--- src/rtl/row_line_center_finder_defines.svh ---
// assertion macros for the row line center finder
`ifndef ROW_LINE_CENTER_FINDER_DEFINES_SVH
`define ROW_LINE_CENTER_FINDER_DEFINES_SVH

`ifndef NO_ASSERTIONS
`define RLCF_ASSERT_SAME(label, clk, rst, ante, cons) \
  label: assert property (@(posedge clk) disable iff (rst) (ante) |-> (cons)) \
    else $error("%m: check failed");
`define RLCF_ASSERT_NEXT(label, clk, rst, ante, cons) \
  label: assert property (@(posedge clk) disable iff (rst) (ante) |=> (cons)) \
    else $error("%m: check failed");
`else
`define RLCF_ASSERT_SAME(label, clk, rst, ante, cons)
`define RLCF_ASSERT_NEXT(label, clk, rst, ante, cons)
`endif

`endif

--- src/rtl/rlcf_pkg.sv ---
package rlcf_pkg;

  localparam int COL_W = 10;
  localparam int ADDR_W = 4;
  localparam int FRAME_COLS_DEFAULT = 160;

  localparam logic [COL_W-1:0] MIN_WIDTH_RESET = 10'd10;
  localparam logic [COL_W-1:0] MAX_WIDTH_RESET = 10'd60;
  localparam logic [COL_W-1:0] MERGE_GAP_RESET = 10'd5;

  typedef enum logic [1:0] {
    STATUS_FOUND   = 2'd0,
    STATUS_DISCARD = 2'd1,
    STATUS_HELD    = 2'd2
  } status_t;

  typedef enum logic [1:0] {
    REG_HOLD_WHEN_NONE = 2'd0,
    REG_MIN_WIDTH      = 2'd1,
    REG_MAX_WIDTH      = 2'd2,
    REG_MERGE_GAP      = 2'd3
  } reg_idx_t;

  typedef struct packed {
    logic             hold_when_none;
    logic [COL_W-1:0] min_width;
    logic [COL_W-1:0] max_width;
    logic [COL_W-1:0] merge_gap;
  } cfg_t;

  typedef struct packed {
    logic             pixel_set;
    logic [COL_W-1:0] column;
    logic             row_end;
  } pixel_t;

  typedef struct packed {
    logic [COL_W-1:0] center;
    status_t          status;
  } result_t;

  // confirmed run end bookkeeping
  typedef struct packed {
    logic [COL_W-1:0] last_edge;
    logic             pending_valid;
    logic             pair_found;
    logic [COL_W-1:0] row_center;
  } run_t;

  function automatic logic [COL_W-1:0] spacing(logic [COL_W-1:0] a, logic [COL_W-1:0] b);
    return (a > b) ? (a - b) : (b - a);
  endfunction

  function automatic logic qualifies(logic [COL_W-1:0] d, cfg_t c);
    return (d > c.min_width) && (d < c.max_width);
  endfunction

  function automatic logic [COL_W-1:0] mean(logic [COL_W-1:0] a, logic [COL_W-1:0] b);
    logic [COL_W:0] sum;
    sum = {1'b0, a} + {1'b0, b};
    return sum[COL_W:1];
  endfunction

  function automatic run_t take_run_end(run_t st, logic [COL_W-1:0] e, cfg_t c);
    run_t r;
    r = st;
    if (!st.pair_found && st.pending_valid && qualifies(spacing(e, st.last_edge), c)) begin
      r.pair_found = 1'b1;
      r.row_center = mean(e, st.last_edge);
    end
    r.last_edge = e;
    r.pending_valid = 1'b1;
    return r;
  endfunction

endpackage

--- src/rtl/rlcf_cfg.sv ---
module rlcf_cfg (
  input  logic                       clk,
  input  logic                       rst,
  input  logic                       psel,
  input  logic                       penable,
  input  logic                       pwrite,
  input  logic [rlcf_pkg::ADDR_W-1:0] paddr,
  input  logic [31:0]                pwdata,
  output logic [31:0]                prdata,
  output logic                       pready,
  output rlcf_pkg::cfg_t             cfg
);

  logic wr_en;
  rlcf_pkg::reg_idx_t idx;

  assign pready = 1'b1;
  assign wr_en = psel && penable && pwrite;
  assign idx = rlcf_pkg::reg_idx_t'(paddr[3:2]);

  always_ff @(posedge clk) begin
    if (rst) begin
      cfg.hold_when_none <= 1'b0;
      cfg.min_width <= rlcf_pkg::MIN_WIDTH_RESET;
      cfg.max_width <= rlcf_pkg::MAX_WIDTH_RESET;
      cfg.merge_gap <= rlcf_pkg::MERGE_GAP_RESET;
    end else if (wr_en) begin
      case (idx)
        rlcf_pkg::REG_HOLD_WHEN_NONE: cfg.hold_when_none <= pwdata[0];
        rlcf_pkg::REG_MIN_WIDTH: cfg.min_width <= pwdata[rlcf_pkg::COL_W-1:0];
        rlcf_pkg::REG_MAX_WIDTH: cfg.max_width <= pwdata[rlcf_pkg::COL_W-1:0];
        rlcf_pkg::REG_MERGE_GAP: cfg.merge_gap <= pwdata[rlcf_pkg::COL_W-1:0];
        default: ;
      endcase
    end
  end

  always_comb begin
    case (idx)
      rlcf_pkg::REG_HOLD_WHEN_NONE: prdata = {31'd0, cfg.hold_when_none};
      rlcf_pkg::REG_MIN_WIDTH: prdata = {22'd0, cfg.min_width};
      rlcf_pkg::REG_MAX_WIDTH: prdata = {22'd0, cfg.max_width};
      rlcf_pkg::REG_MERGE_GAP: prdata = {22'd0, cfg.merge_gap};
      default: prdata = 32'd0;
    endcase
  end

endmodule

--- src/rtl/rlcf_row.sv ---
module rlcf_row #(
  parameter int FRAME_COLS = rlcf_pkg::FRAME_COLS_DEFAULT
) (
  input  logic                clk,
  input  logic                rst,
  input  rlcf_pkg::cfg_t      cfg,
  input  logic                fire,
  input  rlcf_pkg::pixel_t    pix,
  output rlcf_pkg::result_t   result
);

  localparam logic [rlcf_pkg::COL_W-1:0] HELD_RESET = rlcf_pkg::COL_W'(FRAME_COLS / 2);

  logic [1:0]                  edge_count;
  logic [rlcf_pkg::COL_W-1:0]  pending_end;
  rlcf_pkg::run_t              run;
  logic                        pair2_found;
  logic [rlcf_pkg::COL_W-1:0]  pair2_center;
  logic [rlcf_pkg::COL_W-1:0]  held_center;

  logic [rlcf_pkg::COL_W-1:0]  d1;
  rlcf_pkg::run_t              run_next;
  rlcf_pkg::run_t              run_close;
  logic [1:0]                  edge_count_next;
  logic [rlcf_pkg::COL_W-1:0]  pending_end_next;
  logic                        pair2_found_next;
  logic [rlcf_pkg::COL_W-1:0]  pair2_center_next;
  logic [rlcf_pkg::COL_W-1:0]  held_center_next;

  always_comb begin
    d1 = rlcf_pkg::spacing(pix.column, pending_end);
    run_next = run;
    pair2_found_next = pair2_found;
    pair2_center_next = pair2_center;
    pending_end_next = pending_end;
    edge_count_next = edge_count;
    if (pix.pixel_set) begin
      if (edge_count != 2'd0) begin
        // raw verdict on the first two set pixels
        if (edge_count == 2'd1 && rlcf_pkg::qualifies(d1, cfg)) begin
          pair2_found_next = 1'b1;
          pair2_center_next = rlcf_pkg::mean(pix.column, pending_end);
        end
        // gap wide enough: the pending pixel ends its run
        if (d1 > cfg.merge_gap) begin
          run_next = rlcf_pkg::take_run_end(run, pending_end, cfg);
        end
      end
      pending_end_next = pix.column;
      if (edge_count != 2'd3) begin
        edge_count_next = edge_count + 2'd1;
      end
    end

    // at row end the last pending pixel closes the final run
    run_close = rlcf_pkg::take_run_end(run_next, pending_end_next, cfg);

    result.center = '0;
    result.status = rlcf_pkg::STATUS_DISCARD;
    held_center_next = held_center;
    if (edge_count_next == 2'd2) begin
      if (pair2_found_next) begin
        result.center = pair2_center_next;
        result.status = rlcf_pkg::STATUS_FOUND;
      end
    end else if (edge_count_next == 2'd3) begin
      if (run_close.pair_found) begin
        result.center = run_close.row_center;
        result.status = rlcf_pkg::STATUS_FOUND;
        held_center_next = run_close.row_center;
      end else if (cfg.hold_when_none) begin
        result.center = held_center;
        result.status = rlcf_pkg::STATUS_HELD;
      end
    end
  end

  always_ff @(posedge clk) begin
    if (rst) begin
      edge_count <= '0;
      pending_end <= '0;
      run <= '0;
      pair2_found <= 1'b0;
      pair2_center <= '0;
      held_center <= HELD_RESET;
    end else if (fire) begin
      if (pix.row_end) begin
        edge_count <= '0;
        pending_end <= '0;
        run <= '0;
        pair2_found <= 1'b0;
        pair2_center <= '0;
        held_center <= held_center_next;
      end else begin
        edge_count <= edge_count_next;
        pending_end <= pending_end_next;
        run <= run_next;
        pair2_found <= pair2_found_next;
        pair2_center <= pair2_center_next;
      end
    end
  end

endmodule

--- src/rtl/row_line_center_finder.sv ---
// a row-end pixel is registered in the input stage, then its result in the output register
// throughput: one pixel per cycle unless a row-end pixel stalls; one row state step per pixel
// s_tready drops only while a row-end pixel waits on an output register not yet taken
// reset (rst, synchronous, active high) clears row state and both handshake stages,
// restores register defaults and sets the held center to half the frame width
`include "row_line_center_finder_defines.svh"

module row_line_center_finder #(
  parameter int FRAME_COLS = rlcf_pkg::FRAME_COLS_DEFAULT
) (
  input  logic                        clk,
  input  logic                        rst,
  input  logic                        s_tvalid,
  output logic                        s_tready,
  input  logic [15:0]                 s_tdata,  // [0] pixel_set, [10:1] column, [15:11] zero
  input  logic                        s_tlast,
  output logic                        m_tvalid,
  input  logic                        m_tready,
  output logic [15:0]                 m_tdata,  // [9:0] center, [15:10] zero
  output logic [1:0]                  m_tuser,  // [1:0] status
  input  logic                        psel,
  input  logic                        penable,
  input  logic                        pwrite,
  input  logic [rlcf_pkg::ADDR_W-1:0] paddr,
  input  logic [31:0]                 pwdata,
  output logic [31:0]                 prdata,
  output logic                        pready
);

  rlcf_pkg::cfg_t    cfg;
  rlcf_pkg::pixel_t  in_pix;
  logic              in_valid;
  logic              stall;
  logic              fire;
  rlcf_pkg::result_t result;
  rlcf_pkg::result_t out_res;

  rlcf_cfg u_cfg (
    .clk     (clk),
    .rst     (rst),
    .psel    (psel),
    .penable (penable),
    .pwrite  (pwrite),
    .paddr   (paddr),
    .pwdata  (pwdata),
    .prdata  (prdata),
    .pready  (pready),
    .cfg     (cfg)
  );

  rlcf_row #(
    .FRAME_COLS (FRAME_COLS)
  ) u_row (
    .clk    (clk),
    .rst    (rst),
    .cfg    (cfg),
    .fire   (fire),
    .pix    (in_pix),
    .result (result)
  );

  // a row end can only move on when the output register is free
  assign stall = in_valid && in_pix.row_end && m_tvalid && !m_tready;
  assign fire = in_valid && !stall;
  assign s_tready = !in_valid || !stall;

  always_ff @(posedge clk) begin
    if (rst) begin
      in_valid <= 1'b0;
    end else if (s_tvalid && s_tready) begin
      in_valid <= 1'b1;
    end else if (fire) begin
      in_valid <= 1'b0;
    end
  end

  always_ff @(posedge clk) begin
    if (s_tvalid && s_tready) begin
      in_pix.pixel_set <= s_tdata[0];
      in_pix.column <= s_tdata[10:1];
      in_pix.row_end <= s_tlast;
    end
  end

  always_ff @(posedge clk) begin
    if (rst) begin
      m_tvalid <= 1'b0;
    end else if (fire && in_pix.row_end) begin
      m_tvalid <= 1'b1;
    end else if (m_tready) begin
      m_tvalid <= 1'b0;
    end
  end

  always_ff @(posedge clk) begin
    if (fire && in_pix.row_end) begin
      out_res <= result;
    end
  end

  assign m_tdata = {6'd0, out_res.center};
  assign m_tuser = out_res.status;

  `RLCF_ASSERT_SAME(a_discard_zero, clk, rst, m_tvalid && m_tuser == rlcf_pkg::STATUS_DISCARD, m_tdata == 16'd0)
  `RLCF_ASSERT_SAME(a_stall_cause, clk, rst, !s_tready, in_valid && in_pix.row_end && m_tvalid && !m_tready)
  `RLCF_ASSERT_NEXT(a_result_from_row_end, clk, rst, !m_tvalid && !(in_valid && in_pix.row_end), !m_tvalid)

endmodule

--- config.mk ---
export PLATFORM = sky130hd
export DESIGN_NAME = row_line_center_finder
export DESIGN_NICKNAME = d
export VERILOG_FILES = /design/src/rtl/rlcf_pkg.sv /design/src/rtl/rlcf_cfg.sv /design/src/rtl/rlcf_row.sv /design/src/rtl/row_line_center_finder.sv
export VERILOG_INCLUDE_DIRS = /design/src /design/src/rtl
export SDC_FILE = /design/constraint.sdc
export NUM_CORES = 1
export LEC_CHECK = 0
export BUFFER_PORTS_ARGS = -buffer_cell sky130_fd_sc_hd__buf_2
export CORE_MARGIN = 2
export CORE_UTILIZATION = 61
export CTS_CLUSTER_SIZE = 10
export DETAILED_ROUTE_END_ITERATION = 7
export PLACE_DENSITY = 0.92
export SLEW_MARGIN = 20
export SYNTH_ARGS = -nofsm -noshare
export SYNTH_HDL_FRONTEND = slang
export SYNTH_SLANG_ARGS = --single-unit
--- constraint.sdc ---
create_clock -name clk -period 12.22 [get_ports clk]
set_input_delay 1.222 -clock clk [delete_from_list [all_inputs] [get_ports clk]]
set_output_delay 1.222 -clock clk [all_outputs]
set_load 0.02 [all_outputs]
Yosys cells after proc, flatten, opt, wreduce, memory -nomap -nowiden --
Index checks and enable logic that the tools add are counted.
Storage, ports and cells: bits of input ports 60, register bits after elaboration 112, logic and storage cells 111
Cells by class: order comparisons 10, eq/ne operators 7, bitwise operators 1, add/sub/neg operators 10, muxes and demuxes 32, reductions and logical operators 31
Operators with widths (number):
- 32-bit case mux with 4 select lines | 1
- 10-bit two-way mux | 9
- 22-bit two-way mux | 4
- 10-bit greater-than comparator | 7
- 12-bit two-way mux | 5
- 10-bit subtractor | 6
- 10-bit by 10-bit adder with 11-bit output | 3
- 10-bit less-than comparator | 3
- 11-bit two-way mux | 2
- 1-bit logical AND | 16
- 2-bit == test (second input constant) | 4
- 1-bit two-way mux | 8
- 2-bit AND reduction | 4
- 2-bit two-way mux | 3
- 2-bit nonzero test | 3
- 1-bit zero test | 5
- 5-bit AND reduction | 1
- 2-bit by 1-bit == test with 1-bit output (second input constant) | 2
- 2-bit by 1-bit adder with 2-bit output (second input constant) | 1
- 2-bit zero test | 1
- 2-bit != test (second input constant) | 1
- 1-bit logical OR | 1
- 1-bit inverter | 1

Longest topological paths before layout --
depth after elaboration 18, gate-level depth with buffers 45, gate-level depth less buffers 41

By module --
From an unflattened synthesis, not the netlist that was laid out.
Unflattened totals: cells, all modules 1236, area total of the unflattened synthesis 10608.9 µm²
Modules (own cells, without submodules):
- rlcf_row | cells each 1019, times used 1, sequential area each 1101.1 µm², area an instance 8002.7 µm²
- rlcf_cfg | cells each 174, times used 1, sequential area each 620.6 µm², area an instance 1732.9 µm²
- row_line_center_finder | cells each 43, times used 1, sequential area each 760.7 µm², area an instance 873.3 µm²

Worst setup path before layout --
OpenSTA, ideal clock, no wires.
kind register to register, from register u_row.pending_end[1] (netlist name), to register out_res, in the netlist m_tdata[7], data pin, clock period less this slack 8.590 ns, cell stages (with the launch flop) 38, required time 11.959 ns, library setup time 0.261 ns, arrival 8.330 ns, slack 3.630 ns, cell sequence dfxtp_1 > inv_1 > fa_1 > a21o_1 > a21oi_1 > o21ai_1 > o21ai_1 > o41ai_4 > mux2_1 > a21oi_1 > o21ai_1 > xor2_1 > ha_1 > and4_4 > a41oi_1 > nor2b_2 > buf_2 > mux2i_1 > (+2 left out) > buf_2 > o41ai_2 > o22ai_2 > o21ai_2 > buf_6 > mux2i_1 > o31ai_2 > a2111o_1 > nand3_1 > ha_1 > a211oi_1 > nor2_1 > a2111oi_1 > nor4_1 > o21ai_1 > mux2_1 > mux2_2 > a221o_1
RTL lines:
- start: declaration | line rlcf_row.sv:15 | logic [rlcf_pkg::COL_W-1:0] pending_end;
- start signal: assignment | line rlcf_row.sv:96 | pending_end <= pending_end_next;
- end signal: assignment | line row_line_center_finder.sv:97 | out_res <= result;
- end: declaration | line row_line_center_finder.sv:36 | rlcf_pkg::result_t out_res;

==> flow_metrics.env <==
export IMPL_hp_class="reg2reg"
export IMPL_fin_area_mm2=0.0110
export IMPL_io_pins=113
export IMPL_cp_top_family="compound AO/OA/AOI/OAI gates"
export IMPL_powerDensity_mw_per_mm2=91.5
export IMPL_synth_area_mm2=0.0104
export IMPL_hold_viol=0
export IMPL_cp_depth=34
export IMPL_cts_tree="done"
export IMPL_ys_seq_elements=112
export IMPL_p_int_mw=0.644
export IMPL_switching_share_pct=35.9
export IMPL_h_tree_depth=3
export IMPL_placed_area_mm2=0.0107
export IMPL_cts_hold_buf=0
export IMPL_ys_warn_count=0
export IMPL_rows=47
export IMPL_avgViaCountPerCell=6.36
export IMPL_overflow=0
export IMPL_clock_path_buffers=2
export IMPL_post_drt_wl_per_cell_um=19.6
export IMPL_fillers=1296
export IMPL_numCtsBuffers=9
export IMPL_grt_pass1_vias=8629
export IMPL_clock_latency_ps=380
export IMPL_place_gp_congestion=1.05
export IMPL_slowest_stage="o41ai_4"
export IMPL_worst_path_buf_inv=2
export IMPL_syn_inst=1239
export IMPL_max_freq_ghz=0.0871
export IMPL_hold_depth=2
export IMPL_r2r_cells=34
export IMPL_p_leak_nw=4.95
export IMPL_first_iter_violations=1276
export IMPL_finClkSkew_ps=14.9
export IMPL_async_flop_share_pct=0
export IMPL_fin_tns_setup_ps=0
export IMPL_slowest_delay_ps=810
export IMPL_nets=1475
export IMPL_worstMarginPinSlew_ps=1040
export IMPL_via_count=9394
export IMPL_drive_above_1_share_pct=9.63
export IMPL_arrival_ps=11600
export IMPL_drcViolationCount=0
export IMPL_period_minus_slack_ps=11480
export IMPL_pwr_share_comb_pct=29.8
export IMPL_status="complete, no violations"
export IMPL_fp_coreArea_mm2=0.0166
export IMPL_synth_edff_count=24
export IMPL_root_buffer="clkbuf_16"
export IMPL_synth_avg_cell_area_um2=8.43
export IMPL_area_growth_pct=5.19
export IMPL_synth_seq_area_share_pct=23.8
export IMPL_cp_start_kind="register"
export IMPL_routed_wl_um=28900
export IMPL_antenna_found_initial=1
export IMPL_cap_violations=0
export IMPL_dr_pass1_iters=6
export IMPL_slew_headroom_pct=30.4
export IMPL_grt_pass1_wl_um=45100
export IMPL_synth_cell_types=83
export IMPL_vdd_drop_max_uv=75.1
export IMPL_cp_required_ps=12340
export IMPL_pwr_share_clk_pct=31.5
export IMPL_die_area_mm2=0.0182
export IMPL_cts_resized=0
export IMPL_cts_setup_buffers=0
export IMPL_p_seq_share_pct=38.7
export IMPL_end_kind="register"
export IMPL_cts_sinks=112
export IMPL_dp_hpwl_um=22300
export IMPL_initial_core_util_pct=62.7
export IMPL_worstPathMaxFanout=15
export IMPL_path_clk_slew_ps=80
export IMPL_p_sw_mw=0.361
export IMPL_rsz0062_at_grt="false"
export IMPL_setup_violations=0
export IMPL_fin_crit_sh_pct=93.9
export IMPL_fin_util_pct=66.0
export IMPL_portBuffers=54
export IMPL_synth_main_ff_cell="dfxtp_1"
export IMPL_fp_dieW_um=135
export IMPL_fp_dieH_um=135
export IMPL_drtAntennaViolNets=0
export IMPL_crit_type="reg2reg"
export IMPL_drv_slew=0
export IMPL_grt_max_degree=76
export IMPL_grt_use_total_pct=31.7
==> sequential cells by signal, summed over array words and instances, names as in the netlist <==
| register | flops |
|---|---|
| in_valid | 1 |
| m_tvalid | 1 |
| u_row.pending_end | 10 |
| u_cfg.cfg | 31 |
| u_row.run | 22 |
| in_pix | 12 |
| u_row.edge_count | 2 |
| u_row.held_center | 10 |
| u_row.pair2_center | 10 |
| u_row.pair2_found | 1 |
| m_tuser | 2 |
| m_tdata | 10 |
==> metrics by stage <==
step	worst slack (ps)	hold slack [ps]	power (mW)	instances
3_5_place_dp	1080	448	0.684	1461
5_1_grt	126	488	1.05	1477
4_1_cts	987	458	0.998	1477
2_1_floorplan	3630	432	0.616	1266
6_report	741	457	1.01	1478
3_3_place_gp	1320	439	0.672	1461
==> cells in the mapped netlist, drive strengths merged, types with 9 or more instances <==
library cell,instances,area share (%)
dfxtp,88,17
a21o,23,1.7
ha,154,18
clkbuf,30,1.1
o31ai,9,0.87
mux2i,64,6.1
edfxtp,24,6.9
a22o,9,0.75
a22oi,20,1.4
fa,9,1.7
xor2,16,1.3
nor3,28,1.4
o21ai,70,3.5
a211oi,14,1.2
buf,59,3.7
nor2b,19,1.2
a21oi,83,4.0
nand2,95,3.4
o211ai,10,0.72
nor2,102,3.7
nand4,10,0.60
inv,107,3.8
o21bai,10,0.72
a2bb2oi,10,0.84
nand2b,15,0.90
xnor2,28,2.3
nand3,20,0.96
==> power groups by stage <==
stage / clock network, mW / registers [mW] / logic [mW]
2_1_floorplan: 0 / 0.397 / 0.219
3_3_place_gp: 0 / 0.397 / 0.275
3_5_place_dp: 0 / 0.398 / 0.287
4_1_cts: 0.318 / 0.389 / 0.290
5_1_grt: 0.330 / 0.390 / 0.325
6_report: 0.316 / 0.389 / 0.299
==> placed cells by master (no fill, tap or decap), types with 29 or more instances in the layout <==
cell type and n:
buf_2 54, nand2_1 95, a21oi_1 82, conb_1 29
nor2_1 102, o21ai_0 53, ha_1 154, dfxtp_1 88
inv_1 106, mux2i_1 64
==> worst reg2reg max path: cells and delay by family, from the launching register on <==
family                   cells  cell delay (ps)
AO/OA/AOI/OAI               18             5600
XOR/XNOR                     2              730
flip-flops                   1              420
AND/OR/NAND/NOR              4             1180
multiplexers                 4             1440
adder cells (fa/ha/maj)      4             1660
buffers and inverters        2              200
==> logic make-up after synthesis <==
family | synth area share [%]
DFF | 23.8
buffers and inverters | 8.63
other | 0.0719
and+or+nand+nor | 14.7
adders and majority gates | 20.2
AOI/OAI and AO/OA | 21.7
xor gates and xnor gates | 3.69
muxes | 7.21
==> layer usage <==
layer	GRT usage, %	share of wire [%]
met1	41.9	40
met2	48.9	44
met3	6.46	10
met4	16.8	5.2
met5	0	0
==> layout make-up <==
type                            instances  area, um^2  share of cell area (%)
Clock buffer                            9         225                    2.05
Timing Repair Buffer                   64         345                    3.14
Sequential cell                       112        2480                    22.6
Tap cell                              220         275                    2.51
Multi-Input combinational cell        958        7160                    65.2
Inverter                              107         402                    3.66
Clock inverter                          7        91.3                   0.832
Antenna cell                            1        2.50                  0.0228
==> final timing paths <==
check / start / endpoint / slack (ps)
setup reg to reg: in_pix[3]$_DFFE_PP_ / m_tdata[7]$_DFFE_PP_ / 740
hold / removal: u_cfg.cfg[18]$_SDFFE_PP0P_ / u_cfg.cfg[18]$_SDFFE_PP0P_ / 460
setup / recovery: in_pix[3]$_DFFE_PP_ / m_tdata[7]$_DFFE_PP_ / 740
hold reg to reg: u_cfg.cfg[18]$_SDFFE_PP0P_ / u_cfg.cfg[18]$_SDFFE_PP0P_ / 460
Note: power is estimated with default switching activity, not from simulation.
